<file path="src/rtl/fjd_pkg.sv">
// Package with word types, register indexes and constants of the feeder jam detect core.
`timescale 1ns / 1ps
`default_nettype none

package fjd_pkg;

	// Field widths.
	localparam int SpeedW    = 14;
	localparam int CountW    = 16;
	localparam int RpmW      = 16;
	localparam int TargetW   = 15;
	localparam int DelayW    = 10;
	localparam int CfgIndexW = 3;
	localparam int CfgDataW  = 16;

	// Saturation and firing thresholds, counted in ticks.
	localparam logic [CountW-1:0] CountMax  = {CountW{1'b1}};
	localparam logic [DelayW-1:0] DelayMax  = DelayW'(1000);
	localparam logic [DelayW-1:0] DelayFire = DelayW'(20);

	// Configuration register indexes.
	typedef enum logic [CfgIndexW-1:0] {
		CFG_FEEDER_SPEED     = 3'd0,
		CFG_FLYWHEEL_SPEED   = 3'd1,
		CFG_JAM_SPEED_LIMIT  = 3'd2,
		CFG_STALL_TICK_LIMIT = 3'd3,
		CFG_CLEAR_TICK_LIMIT = 3'd4
	} cfg_index_t;

	// Input word: one control tick.
	typedef struct packed {
		logic                   has_command;
		logic                   mode_continuous;
		logic signed [RpmW-1:0] feeder_rpm;
		logic                   feeder_drive_active;
	} in_word_t;

	// Result word.
	typedef struct packed {
		logic signed [TargetW-1:0] feeder_target;
		logic [SpeedW-1:0]         flywheel_target;
		logic                      in_antijam;
	} out_word_t;

	// Current configuration as seen by the control logic.
	typedef struct packed {
		logic [SpeedW-1:0] feeder_speed;
		logic [SpeedW-1:0] flywheel_speed;
		logic [SpeedW-1:0] jam_speed_limit;
		logic [CountW-1:0] stall_tick_limit;
		logic [CountW-1:0] clear_tick_limit;
	} cfg_t;

	// Saturating increment of a tick count.
	function automatic logic [CountW-1:0] sat_inc(input logic [CountW-1:0] v);
		return (v == CountMax) ? CountMax : v + CountW'(1);
	endfunction

endpackage

`default_nettype wire

</file>
<file path="src/rtl/feeder_jam_detect_and_mode_control_core.sv">
// Top level of the feeder jam detect and fire mode control core.
// An accepted input word is held in the input register; the tick logic's result
// is loaded into the output register together with the state update. Throughput:
// one word per cycle while the output is not stalled.
// Reset: arst_n clears all configuration registers, the mode and jam state and the
// counts and targets at once; the block takes words in the first cycle after reset.
`timescale 1ns / 1ps
`default_nettype none

module feeder_jam_detect_and_mode_control_core
	import fjd_pkg::*;
(
	input  wire logic                 clk,
	input  wire logic                 arst_n,
	input  wire logic                 in_valid,
	output logic                      in_stall,
	input  wire in_word_t             in_word,
	output logic                      out_valid,
	input  wire logic                 out_stall,
	output out_word_t                 out_word,
	input  wire logic                 cfg_we,
	input  wire logic [CfgIndexW-1:0] cfg_index,
	input  wire logic [CfgDataW-1:0]  cfg_data
);

	cfg_t      cfg;
	in_word_t  word_s1;
	logic      valid_s1;
	out_word_t result;
	out_word_t out_word_q;
	logic      out_valid_q;
	logic      advance;

	// The word in the input stage moves on when the output register is free or drains.
	assign advance  = valid_s1 && (!out_valid_q || !out_stall);
	assign in_stall = valid_s1 && !advance;

	fjd_cfg_regs u_cfg_regs (
		.clk       (clk),
		.arst_n    (arst_n),
		.cfg_we    (cfg_we),
		.cfg_index (cfg_index),
		.cfg_data  (cfg_data),
		.cfg       (cfg)
	);

	fjd_ctrl u_ctrl (
		.clk    (clk),
		.arst_n (arst_n),
		.step   (advance),
		.word   (word_s1),
		.cfg    (cfg),
		.result (result)
	);

	// Input register stage.
	always_ff @(posedge clk or negedge arst_n) begin
		if (!arst_n) begin
			valid_s1 <= 1'b0;
		end else if (!in_stall) begin
			valid_s1 <= in_valid;
		end
	end

	always_ff @(posedge clk) begin
		if (in_valid && !in_stall) begin
			word_s1 <= in_word;
		end
	end

	// Output register.
	always_ff @(posedge clk or negedge arst_n) begin
		if (!arst_n) begin
			out_valid_q <= 1'b0;
		end else if (advance) begin
			out_valid_q <= 1'b1;
		end else if (!out_stall) begin
			out_valid_q <= 1'b0;
		end
	end

	always_ff @(posedge clk) begin
		if (advance) begin
			out_word_q <= result;
		end
	end

	assign out_valid = out_valid_q;
	assign out_word  = out_word_q;

endmodule

`default_nettype wire

</file>
<file path="src/rtl/fjd_cfg_regs.sv">
// Configuration register file of the feeder jam detect core.
`timescale 1ns / 1ps
`default_nettype none

module fjd_cfg_regs
	import fjd_pkg::*;
(
	input  wire logic                 clk,
	input  wire logic                 arst_n,
	input  wire logic                 cfg_we,
	input  wire logic [CfgIndexW-1:0] cfg_index,
	input  wire logic [CfgDataW-1:0]  cfg_data,
	output cfg_t                      cfg
);

	cfg_t cfg_q;

	// Write one register per enabled cycle; unknown indexes are ignored.
	always_ff @(posedge clk or negedge arst_n) begin
		if (!arst_n) begin
			cfg_q <= '0;
		end else if (cfg_we) begin
			case (cfg_index_t'(cfg_index))
				CFG_FEEDER_SPEED:     cfg_q.feeder_speed     <= cfg_data[SpeedW-1:0];
				CFG_FLYWHEEL_SPEED:   cfg_q.flywheel_speed   <= cfg_data[SpeedW-1:0];
				CFG_JAM_SPEED_LIMIT:  cfg_q.jam_speed_limit  <= cfg_data[SpeedW-1:0];
				CFG_STALL_TICK_LIMIT: cfg_q.stall_tick_limit <= cfg_data[CountW-1:0];
				CFG_CLEAR_TICK_LIMIT: cfg_q.clear_tick_limit <= cfg_data[CountW-1:0];
				default: begin
				end
			endcase
		end
	end

	assign cfg = cfg_q;

endmodule

`default_nettype wire

</file>
<file path="src/rtl/fjd_ctrl.sv">
// Jam detection and fire mode state with the target computation for one tick.
`timescale 1ns / 1ps
`default_nettype none

module fjd_ctrl
	import fjd_pkg::*;
(
	input  wire logic     clk,
	input  wire logic     arst_n,
	input  wire logic     step,
	input  wire in_word_t word,
	input  wire cfg_t     cfg,
	output out_word_t     result
);

	logic                      fire_mode_q;
	logic                      jam_state_q;
	logic                      reverse_dir_q;
	logic [CountW-1:0]         stall_ticks_q;
	logic [CountW-1:0]         clear_ticks_q;
	logic [DelayW-1:0]         start_delay_q;
	logic signed [TargetW-1:0] feeder_tgt_q;
	logic [SpeedW-1:0]         flywheel_tgt_q;

	logic                      fire_mode_d;
	logic                      jam_state_d;
	logic                      reverse_dir_d;
	logic [CountW-1:0]         stall_ticks_d;
	logic [CountW-1:0]         clear_ticks_d;
	logic [DelayW-1:0]         start_delay_d;
	logic signed [TargetW-1:0] feeder_tgt_d;
	logic [SpeedW-1:0]         flywheel_tgt_d;
	logic [RpmW-1:0]           rpm_mag;
	logic                      stalled;
	logic signed [TargetW-1:0] speed_pos;

	// Next state for one tick: command, stall detection, then targets.
	always_comb begin
		fire_mode_d    = word.has_command ? word.mode_continuous : fire_mode_q;
		rpm_mag        = word.feeder_rpm[RpmW-1] ? (~word.feeder_rpm + RpmW'(1))
		                                         : word.feeder_rpm;
		stalled        = word.feeder_drive_active
		                 && (rpm_mag < {{(RpmW-SpeedW){1'b0}}, cfg.jam_speed_limit});
		speed_pos      = {1'b0, cfg.feeder_speed};
		jam_state_d    = jam_state_q;
		reverse_dir_d  = reverse_dir_q;
		start_delay_d  = start_delay_q;
		feeder_tgt_d   = feeder_tgt_q;
		flywheel_tgt_d = flywheel_tgt_q;

		// Count stall ticks, or clear them and count clear ticks.
		if (stalled) begin
			stall_ticks_d = sat_inc(stall_ticks_q);
			clear_ticks_d = clear_ticks_q;
		end else begin
			stall_ticks_d = '0;
			clear_ticks_d = sat_inc(clear_ticks_q);
		end

		// A long stall enters anti-jam and flips direction on every such tick.
		if (stall_ticks_d > cfg.stall_tick_limit) begin
			jam_state_d   = 1'b1;
			reverse_dir_d = ~reverse_dir_q;
			clear_ticks_d = '0;
		end
		if (clear_ticks_d > cfg.clear_tick_limit) begin
			jam_state_d = 1'b0;
		end

		// Targets from the fire mode.
		if (!fire_mode_d) begin
			jam_state_d    = 1'b0;
			reverse_dir_d  = 1'b1;
			feeder_tgt_d   = '0;
			flywheel_tgt_d = '0;
			start_delay_d  = '0;
		end else begin
			if (start_delay_q < DelayMax) begin
				start_delay_d = start_delay_q + DelayW'(1);
			end
			if (!jam_state_d) begin
				if (start_delay_d >= DelayFire) begin
					feeder_tgt_d   = speed_pos;
					flywheel_tgt_d = cfg.flywheel_speed;
				end
			end else begin
				feeder_tgt_d = reverse_dir_d ? -speed_pos : speed_pos;
			end
		end
	end

	// State registers advance once per word.
	always_ff @(posedge clk or negedge arst_n) begin
		if (!arst_n) begin
			fire_mode_q    <= 1'b0;
			jam_state_q    <= 1'b0;
			reverse_dir_q  <= 1'b0;
			stall_ticks_q  <= '0;
			clear_ticks_q  <= '0;
			start_delay_q  <= '0;
			feeder_tgt_q   <= '0;
			flywheel_tgt_q <= '0;
		end else if (step) begin
			fire_mode_q    <= fire_mode_d;
			jam_state_q    <= jam_state_d;
			reverse_dir_q  <= reverse_dir_d;
			stall_ticks_q  <= stall_ticks_d;
			clear_ticks_q  <= clear_ticks_d;
			start_delay_q  <= start_delay_d;
			feeder_tgt_q   <= feeder_tgt_d;
			flywheel_tgt_q <= flywheel_tgt_d;
		end
	end

	// Result of the tick in flight, for the output register.
	assign result.feeder_target   = feeder_tgt_d;
	assign result.flywheel_target = flywheel_tgt_d;
	assign result.in_antijam      = jam_state_d;

endmodule

`default_nettype wire

</file>
<file path="config.mk">
export PLATFORM = sky130hd
export DESIGN_NAME = feeder_jam_detect_and_mode_control_core
export DESIGN_NICKNAME = d
export VERILOG_FILES = /design/src/rtl/fjd_pkg.sv /design/src/rtl/feeder_jam_detect_and_mode_control_core.sv /design/src/rtl/fjd_cfg_regs.sv /design/src/rtl/fjd_ctrl.sv
export SDC_FILE = /design/constraint.sdc
export NUM_CORES = 1
export LEC_CHECK = 0
export BUFFER_PORTS_ARGS = -buffer_cell sky130_fd_sc_hd__buf_2
export CELL_PAD_IN_SITES_DETAIL_PLACEMENT = 0
export CELL_PAD_IN_SITES_GLOBAL_PLACEMENT = 1
export CORE_MARGIN = 2
export CORE_UTILIZATION = 40
export CTS_BUF_LIST = sky130_fd_sc_hd__clkbuf_2 sky130_fd_sc_hd__clkbuf_4 sky130_fd_sc_hd__clkbuf_8
export DETAILED_ROUTE_END_ITERATION = 7
export GPL_ROUTABILITY_DRIVEN = 1
export HOLD_SLACK_MARGIN = 0.05
export PLACE_DENSITY = 0.71
export RECOVER_POWER = 50
export SYNTH_ARGS = -nofsm -noshare
export SYNTH_HDL_FRONTEND = slang
export SYNTH_SLANG_ARGS = --single-unit
</file>
<file path="constraint.sdc">
create_clock -name clk -period 8.5 [get_ports clk]
set_clock_uncertainty 0.05 [all_clocks]
set_input_delay 1.7 -clock clk [delete_from_list [all_inputs] [get_ports clk]]
set_output_delay 1.7 -clock clk [all_outputs]
set_load 0.01 [all_outputs]
</file>
==> summary.txt <==
Status
  – Status: finished with violations
  – Failing checks: capacitance limit, slew limit

Synthesis
  – Seq cells post-synth: 199
  – Gate Count Post-Synth: between 1,000 and 1,500
  – Post-synth EDFFs: 49
  – Main synth FF type: dfrtp_1
  – Seq/Total Area, Yosys: between 40% and 50%
  – Post-Synthesis Cell Area: around 11,000 um^2
  – YS warnings: 0
  – Post-Syn Area per Cell: about 9.9 um^2
  – Ys async rst share: 75.4%
  – Synth Net Count: ~1,200
  – Post-synth cell types: between 70 and 80

Clock network
  – Hold buffers post-CTS: 0
  – Htree depth: 4
  – Root buffer cell: clkbuf_8
  – Cts bufs inserted: 17
  – Clk sinks: between 150 and 200
  – Clk slew on worst S/H paths: roughly 0.11 ns
  – Clock Latency Late Sink: around 0.47 ns
  – CTS tree: done
  – CTS max path bufs: 2

Placed design
  – Final HPWL DP: around 19 mm
  – Area post-placement: around 12,000 um^2
  – Post-place setup slack: 0.541 ns
  – RePlAce Congestion: between 0.8 and 0.9
  – Port bufs: 74
  – Placed cells: 1,465

STA
  – Tcrit/Tclk final: 92.6%
  – Max Clock Freq: 127 MHz
  – Crit path time final: slightly below 8 ns
  – Worst slew margin: -210%
  – RSZ-0062 raised after global routing: false
  – Tightest Pin Transition: around 4.7 ns
  – Hold slack final: around 0.43 ns
  – Worst Slack Setup Final: 0.632 ns
  – # setup viols final: 0
  – Max-slew violations: 122
  – Final hold violation count: 0
  – Sum Neg Setup Slack: 0 ns

Worst setup path
  – Reg2Reg Setup Slack: approximately 0.63 ns
  – Critical Path AT: roughly 8 ns
  – Crit Path Category: register to register
  – Slowest CP cell: o31ai_1
  – Reg2reg end: out_word[27]$_DFFE_PP_
  – R2R depth: 28
  – CP Launch Type: register
  – Slowest Stage Delay on Critical Path: 0.56 ns
  – Crit. End Element: register
  – R2r startpoint: word_s1[4]$_DFFE_PP_
  – WP data required: 8.77 ns
  – CP max FO: 26

Flow run
  – MaxCap Viol Count: 2

Finish
  – Final design utilization: 44.4%
  – Layout cell share with drive strength beyond 1: 14.7%
  – Non-filler instance count after layout: 1,497
  – Area Overhead vs Synth: 9.55%
  – Filler cell count: ~2,600
  – Nets: 1,236
  – Design area: roughly 12,000 um^2
  – Inserted Diodes: 0

Worst hold path
  – Worst Hold Class: register to register
  – Worst Hold Launch: u_ctrl.feeder_tgt_q[9]$_DFFE_PN0P_
  – WHS Endpoint: u_ctrl.feeder_tgt_q[9]$_DFFE_PN0P_
  – Depth of the worst hold-timing path: 2

Floorplanning
  – Starting density of the core: between 40% and 50%
  – Row Count: 60
  – IO Pins: 75
  – Core Region: about 27,000 um^2
  – Die ar.: around 28,000 um^2
  – Die W: 169 um
  – Die H: approximately 170 um

Drt
  – Vias: about 8,400
  – Routed Wire Length: roughly 27 mm
  – Antenna viol nets, final: 0
  – DRC: 0
  – 1st-pass router iterations: 5
  – Drt first-iter violations: 699
  – Via-to-Cell Ratio: between 5 and 6
  – DR WL/cell: between 15 and 20 um

Global route
  – First-pass GRT wire length: approximately 44 mm
  – Global Route Usage Sum: between 10% and 20%
  – Global route overflow: 0
  – Vias in the first global route: 8,070
  – Initial antenna violation count: 0
  – Pin count of the biggest net entering global routing: between 80 and 90

Power and ir drop
  – VDD IR max: between 80 and 90 uV
  – Power per cell area: roughly 200 nW/um^2
  – Total power: ~2.3 mW
  – LEAKAGE: slightly below 5 nW
## synth_stat cells (all sizes together), types with 27 or more instances
cell type	number	area, um^2
dfrtp	150	3750
nand2	127	477
a21oi	102	510
o21ai	71	363
inv	63	236
nor2	55	231
ha	50	626
edfxtp	49	1470
mux2	47	529
clkbuf	39	146
xnor2	30	289
nand3	28	140
a31oi	27	184
nor3	27	145
## state kept, by name, indices dropped and copies added (netlist names)
signal and cells:
u_cfg_regs.cfg 74, out_word 30, word_s1 19, u_ctrl.clear_ticks_q 16
u_ctrl.stall_ticks_q 16, u_ctrl.feeder_tgt_q 15, u_ctrl.flywheel_tgt_q 14, u_ctrl.start_delay_q 10
out_valid 1, u_ctrl.fire_mode_q 1, u_ctrl.jam_state_q 1, u_ctrl.reverse_dir_q 1
valid_s1 1
## metal layers
metal	up-vias	part of all wire, %	track usage, %
li1	4093	-	-
met1	4085	49	28.3
met2	201	46	31.2
met3	15	4.5	3.67
met4	0	0.93	4.12
met5	-	0	0
## layout make-up
| type | instances | area, um^2 | area share [%] |
|---|---|---|---|
| Timing Repair Buffer | 91 | 452 | 3.80 |
| Tap cell | 341 | 427 | 3.59 |
| Sequential cell | 199 | 5230 | 43.9 |
| Inverter | 63 | 236 | 1.99 |
| Clock inverter | 13 | 135 | 1.14 |
| Clock buffer | 19 | 249 | 2.09 |
| Multi-Input combinational cell | 771 | 5170 | 43.4 |
## how the worst max path moves through the flow
| stage | from | end | cells after the start |
|---|---|---|---|
| floorplan | word_s1[4]$_DFFE_PP_ | out_word[16]$_DFFE_PP_ | 31 |
| global placement | word_s1[4]$_DFFE_PP_ | u_ctrl.flywheel_tgt_q[2]$_DFFE_PN0P_ | 26 |
| detailed placement | word_s1[4]$_DFFE_PP_ | u_ctrl.flywheel_tgt_q[13]$_DFFE_PN0P_ | 27 |
| CTS | word_s1[4]$_DFFE_PP_ | u_ctrl.flywheel_tgt_q[11]$_DFFE_PN0P_ | 27 |
| global route | word_s1[4]$_DFFE_PP_ | out_word[27]$_DFFE_PP_ | 28 |
| finish | word_s1[4]$_DFFE_PP_ | out_word[27]$_DFFE_PP_ | 28 |
## what timing repair did
action	CTS	global route
setup endpoints to repair	0	14
buffers inserted	0	0
resized for setup	0	2
## report_power, final
part	switching, mW	leakage [nW]	internal [mW]
registers	0.0990	2.41	1.10
clock network	0.368	0.201	0.250
logic	0.300	2.35	0.207
## worst max-delay path, delay by kind of cell, from the launching register on
family	cells	cell delay, ns
DFF	1	0.44
xor gates and xnor gates	1	0.17
adders and majority gates	3	0.83
AOI/OAI and AO/OA	17	4.00
muxes	1	0.33
and+or+nand+nor	5	1.65
buffers and inverters	1	0.23
## cell families after synthesis
group,count (synthesis),synth area share [%]
compound gates,324,19.6
buf+inv,123,4.52
fa+ha+maj,50,5.76
mux,50,5.15
simple gates,315,14.0
xor+xnor,32,2.82
flops,199,48.1
## cells in the final DEF (no fill, tap or decap), types with 9 or more instances in the layout
cell      synthesis  layout
o31ai_1          12      12
xnor2_1          28      28
a22o_1           15      15
nor2_1           47      47
mux2_2           47      47
inv_1            63      63
o21a_1            9       9
edfxtp_1         49      49
clkbuf_1         39      29
nand2_1         127     126
a21oi_1         102     102
dfrtp_1         150     150
buf_2            14      49
buf_4             1      13
nand4_1          12      12
o21ai_0          68      68
clkbuf_8          0      17
a311oi_1         16      16
and3_1           21      21
a31oi_1          26      26
ha_1             50      50
nand3_1          28      28
nor3_1           25      25
a211oi_1         13      13
No activity file was read; power rests on OpenSTA's default activity.
